**config.mk**
```make
export PLATFORM = sky130hd
export DESIGN_NAME = sbs_axis_lane
export DESIGN_NICKNAME = d
export VERILOG_FILES = /design/src/rtl/sbs_pkg.sv /design/src/rtl/sbs_axis_lane.sv
export SDC_FILE = /design/constraint.sdc
export NUM_CORES = 1
export LEC_CHECK = 0
export BUFFER_PORTS_ARGS = -buffer_cell sky130_fd_sc_hd__buf_2
export CAP_MARGIN = 40
export CORE_MARGIN = 3
export CORE_UTILIZATION = 30
export CTS_BUF_LIST = sky130_fd_sc_hd__clkbuf_16
export CTS_CLUSTER_SIZE = 16
export DETAILED_ROUTE_END_ITERATION = 16
export PLACE_DENSITY = 0.51
export SLEW_MARGIN = 20
export SYNTH_ARGS = -nofsm -noshare
export SYNTH_HDL_FRONTEND = slang
export SYNTH_SLANG_ARGS = --single-unit
```
**constraint.sdc**
```tcl
create_clock -name clk -period 8.55 [get_ports clk]
set_clock_uncertainty 0.1 [all_clocks]
set_input_delay 1.2825 -clock clk [delete_from_list [all_inputs] [get_ports clk]]
set_output_delay 1.2825 -clock clk [all_outputs]
set_load 0.05 [all_outputs]
```
**src/rtl/sbs_pkg.sv**
```systemverilog
`timescale 1ns / 1ps
// ---------------------------------------------------------------------------
// sbs_pkg
// widths and lane/product records for the segment/box slab test
// ---------------------------------------------------------------------------
package sbs_pkg;

	localparam int COORD_WIDTH = 32;
	localparam int DIFF_W = COORD_WIDTH + 1;   // coordinate difference
	localparam int NUM_W  = COORD_WIDTH + 2;   // difference after sign flip
	localparam int PROD_W = 2 * NUM_W;         // cross product
	localparam int NUM_AXES = 3;
	localparam int LATENCY  = 4;

	// one axis after normalisation: slab parameters are n0/dm and n1/dm
	typedef struct packed {
		logic                     par;     // segment does not move on this axis
		logic                     par_ok;  // start lies inside the slab
		logic signed [NUM_W-1:0]  n0;      // entry numerator
		logic signed [NUM_W-1:0]  n1;      // exit numerator
		logic [DIFF_W-1:0]        dm;      // denominator, never negative; zero on a parallel axis
	} lane_t;

	// one axis after the cross multiplications
	typedef struct packed {
		logic                     par;
		logic                     ok;      // slab test against [0,1] or parallel test
		logic signed [PROD_W-1:0] p0_a;    // n0 * dm of next axis
		logic signed [PROD_W-1:0] p0_b;    // n0 * dm of axis after next
		logic signed [PROD_W-1:0] p1_a;    // n1 * dm of next axis
		logic signed [PROD_W-1:0] p1_b;    // n1 * dm of axis after next
	} prod_t;

endpackage

```
**src/rtl/sbs_axis_lane.sv**
```systemverilog
`timescale 1ns / 1ps
// ---------------------------------------------------------------------------
// sbs_axis_lane
// per-axis differences, direction flip and sort of the slab parameters
// ---------------------------------------------------------------------------
module sbs_axis_lane (
	input  logic                                     clk,
	input  logic signed [sbs_pkg::COORD_WIDTH-1:0]   s,
	input  logic signed [sbs_pkg::COORD_WIDTH-1:0]   e,
	input  logic signed [sbs_pkg::COORD_WIDTH-1:0]   lo,
	input  logic signed [sbs_pkg::COORD_WIDTH-1:0]   hi,
	output sbs_pkg::lane_t                           lane_s2
);

	localparam int CW = sbs_pkg::COORD_WIDTH;
	localparam int DW = sbs_pkg::DIFF_W;
	localparam int NW = sbs_pkg::NUM_W;

	logic signed [DW-1:0] d_s1, a_s1, b_s1;
	logic                 swap_s1, pok_s1;

	// stage 1: differences against the start point
	always_ff @(posedge clk) begin
		d_s1    <= {e[CW-1], e} - {s[CW-1], s};
		a_s1    <= {lo[CW-1], lo} - {s[CW-1], s};
		b_s1    <= {hi[CW-1], hi} - {s[CW-1], s};
		swap_s1 <= lo > hi;
		pok_s1  <= (s >= lo) && (s <= hi);
	end

	logic                 neg;
	logic signed [DW-1:0] n0_raw, n1_raw;
	logic signed [NW-1:0] n0_ext, n1_ext;
	logic [DW:0]          d_neg;
	sbs_pkg::lane_t       lane_d;

	// stage 2: flip a backward axis so the denominator is positive, then sort
	always_comb begin
		neg    = d_s1[DW-1];
		n0_raw = (swap_s1 ^ neg) ? b_s1 : a_s1;
		n1_raw = (swap_s1 ^ neg) ? a_s1 : b_s1;
		n0_ext = {{(NW-DW){n0_raw[DW-1]}}, n0_raw};
		n1_ext = {{(NW-DW){n1_raw[DW-1]}}, n1_raw};
		d_neg  = -{d_s1[DW-1], d_s1};
		lane_d.par    = (d_s1 == '0);
		lane_d.par_ok = pok_s1;
		lane_d.n0     = neg ? -n0_ext : n0_ext;
		lane_d.n1     = neg ? -n1_ext : n1_ext;
		lane_d.dm     = neg ? d_neg[DW-1:0] : d_s1;
	end

	always_ff @(posedge clk) begin
		lane_s2 <= lane_d;
	end

endmodule

```
# == Word level (Yosys, flattened, before mapping) ==
# Cells that the tools add are included.
# classes
n_addsub,6
order_cmp,3
muxes,5
bitwise_logic,1
n_reduce_logical,2
# ops
operator,n
$sub A32 B32 Y33,3
$mux W34,2
$neg A33 Y34,2
$mux W33,2
$logic_not A33 Y1,1
$neg A33 Y33,1
$ge A32 B32 Y1,1
$gt A32 B32 Y1,1
$le A32 B32 Y1,1
$mux W32,1
$logic_and A1 B1 Y1,1
$xor A1 B1 Y1,1
# totals
reg_bits,204
input_bits,129
out_inout_bits,103
wordCells,28

# == Depth between registers and ports, before layout ==
# logic_depth
word_depth,4
depth_mapped,19
mapped_depth_nobuf,12

# == Least setup slack after synthesis ==
# No wires, ideal clock.
# synth_timing
path_kind,reg2reg
start,reg d_s1[32]
end,reg lane_s2[97] (netlist bit)
setup_time_ps,134
arrival_ps,4780
required_time_ps,8316
slack_ps,3536
path_stages_with_launch,18
n_path_buf,7
synth_period_minus_slack_ps,5014
path_cell_list,dfxtp_1 > buf_6 > xnor2_4 > buf_2 > buf_1 > buf_2 > buf_2 > buf_2 > buf_1 > mux2i_1 > ha_1 > nand4_2 > or4b_4 > or4_4 > a211o_1 > nor3_2 > xnor2_1 > mux2i_1
# synth_rtl
element,line,rtl
start: declaration,sbs_axis_lane.sv:19,"logic signed [DW-1:0] d_s1, a_s1, b_s1;"
start signal: assignment,sbs_axis_lane.sv:24,"d_s1 <= {e[CW-1], e} - {s[CW-1], s};"
end signal: assignment,sbs_axis_lane.sv:53,lane_s2 <= lane_d;
end: declaration,sbs_axis_lane.sv:12,output sbs_pkg::lane_t lane_s2

==> metrics <==
Tightest Pin Transition=0.793 ns; clock tree from TritonCTS=built; Post-synth EDFFs=0; relative slew slack=between 40% and 50%; hold buffers post-CTS=0; Final #Nets=around 2,100; area share of the largest cell type after synthesis=between 20 and 30%; # clock sinks=just over 200; fraction of registers with async set/reset=0%; worst-skew pair later-pin latency=between 0.5 and 0.6 ns; power per standard cell area=268 nW/um^2; final setup TNS=0 ns; clk root buf=clkbuf_16; num ports=232; total leakage power=7.53 nW; Crit. End Element=flip-flop; Site Rows=between 70 and 80; router iterations before antenna repair=5; final-report hold violation count=0; critical path's slowest cell=dfxtp_4; Most used DFF post-synth=dfxtp_1; via/cell ratio=5.01; Syn Area/Cell=8.50 um^2; CTS clk-pin slew, worst paths=approximately 0.05 ns; status=completed; Hold Path Class=reg2reg; WL per Instance=17.9 um; most used cell, CP=mux2i_1; slowest stage delay, CP=0.64 ns; number of port buffers=231; top-count cell post-synth=dfxtp_1; critical path arrival=4.74 ns; Final Critical Period=4.44 ns; area of the multi-input gates=9030 um^2; GRT Total Usage=17.5%; Req. time, crit path=a little under 9 ns; Core Area=44,700 um^2; CP Max Fanout=61; Die Wd=220 um; Synth area leader=dfxtp_1; CP Launch Type=flip-flop; layout cells sized above 1=16.3%; H-tree levels=1; vias in the first global route=12,100; most frequent cells after synthesis=dfxtp_1 (204), ha_1 (134), xnor2_1 (120); VDD IR max=roughly 0.17 mV; area grow syn2layout=18.7%; ANT nets after route=0; Max Transition Viols Final=0; Seq/Total Area, Yosys=29.8%; GPL Wtd Cong=0.913; DR vias=12,300; final global-route overflow total=0; drt drc=0; # fillers=4,662; Distinct cells, synth=75; CTS Buffer Depth=3; DP HPWL=35,700 um; Synth warnings=0; pin count of the biggest net entering global routing=94; RSZ-0062 raised after global routing=no; period utilization=52.0%; syn_nets=1,881; postcts setup bufs=0; CP Cell Sequence=xnor2_4 > buf_4 > mux2i_1 > ha_1 > nand4_2 > or4b_4 > or4_4 > a211o_1 > nor2_1 > xnor2_1 > mux2i_1; Inserted Clock Buffers=24; Post-Synthesis Cells=1,615; Yosys reg bits=204; Detailed Route WL=between 40,000 and 50,000 um; ranking of synthesized cells by area=dfxtp_1 (30%), ha_1 (12%), xnor2_1 (7.7%), mux2i_1 (6.3%), a21oi_1 (4.3%); Crit Path Class=reg2reg; post-cts gate resize count=0; global-route wire length before repair=~67,000 um; initial antenna violation count=20; die footprint=48,300 um^2; FF+latch area=4090 um^2; final hold slack=0.235 ns; max_cap viols=0; chip height=220 um; initial core utilization=30.7%; Mapped Area=between 10,000 and 15,000 um^2; R2R Setup Slk=4.11 ns; DRT iter0 DRCs=566; final setup violation count=0; Achievable Freq=0.225 GHz
==> final timing paths <==
path                    startpoint              endpoint  cells past startpoint
hold reg to reg     pok_s1$_DFF_P_  lane_s2[101]$_DFF_P_                      0
setup reg to reg  d_s1[32]$_DFF_P_   lane_s2[95]$_DFF_P_                     11
hold / removal      pok_s1$_DFF_P_  lane_s2[101]$_DFF_P_                      0
setup / recovery  d_s1[32]$_DFF_P_   lane_s2[95]$_DFF_P_                     11
==> worst max-delay path: cells and delay by family (launching register included) <==
| kind | cells | cell delay [ns] |
|---|---|---|
| AOI/OAI and AO/OA | 1 | 0.35 |
| xor gates and xnor gates | 2 | 0.29 |
| adders and majority gates | 1 | 0.28 |
| buffers and inverters | 1 | 0.64 |
| DFF | 1 | 0.64 |
| muxes | 2 | 0.44 |
| and+or+nand+nor | 4 | 1.48 |
==> stage by stage <==
stage / setup slack [ns] / cell area, um^2 / cells / power [mW] / util (%)
detailed placement: 3.73 / 15500 / 2391 / 3.41 / 34.7
global route: 3.85 / 16300 / 2441 / 4.64 / 36.4
floorplan: 3.54 / 13700 / 1615 / 2.89 / -
CTS: 4.09 / 16300 / 2433 / 4.42 / 36.4
finish: 4.11 / 16300 / 2443 / 4.37 / 36.5
global placement: 3.85 / 15500 / 2389 / 3.40 / 34.6
==> routing by layer <==
metal / part of all wire [%] / vias to the layer above / global-route usage [%]
met5: 0.31 / - / 0
met4: 3.4 / 22 / 6.20
met3: 4.9 / 87 / 3.23
met2: 43 / 263 / 27.7
met1: 48 / 5679 / 24.0
li1: - / 6199 / -
==> where the power goes <==
group	leakage [nW]	internal, mW	switching [mW]
registers	1.72	1.25	0.211
logic	5.42	0.599	1.33
clock network	0.388	0.586	0.396
total	7.53	2.43	1.94
==> final cells by class <==
class / instances / area share [%]
Clock buffer: 25 / 3.84
Timing Repair Buffer: 238 / 7.64
Clock inverter: 17 / 0.814
Multi-Input combinational cell: 1251 / 55.4
Tap cell: 592 / 4.55
Sequential cell: 204 / 25.1
Inverter: 107 / 2.46
Antenna cell: 9 / 0.138
==> cell families after synthesis <==
group,Yosys count,synth area share [%]
simple gates,433,15.8
compound gates,410,18.7
flops,204,29.8
xor+xnor,178,11.5
buf+inv,160,4.55
fa+ha+maj,137,12.7
mux,93,7.04
==> flip-flops by register name, indices dropped and copies added (netlist names) <==
signal,count
lane_s2,103
a_s1,33
b_s1,33
d_s1,33
pok_s1,1
swap_s1,1
==> cells in the final DEF, fill, tap and decap left out, types with 7 or more instances in the layout <==
cell       Yosys  final
and3_1        11     11
a211oi_1      16     16
ha_1         134    134
nor3_1        56     56
mux2i_1       86     86
diode_2        0      9
dfxtp_1      204    202
a31oi_1       13     13
o21ai_0      100    100
clkbuf_16      0     25
o21bai_1      13     13
or3_1         16     16
a21o_1        59     59
inv_1        106    109
nand2_1      105    105
o211ai_1       9      9
or4_1          7      7
xor2_1        57     56
o21a_1        13     13
buf_2          8    231
a21oi_1      119    119
xnor2_1      120    120
nor4_1        16     16
nor2b_1       19     19
nor2_1       102    102
o31ai_1       13     13
nand2b_1      25     25
nand3_1       17     17
nand4_1       28     28
No activity file was read; power rests on OpenSTA's default activity.
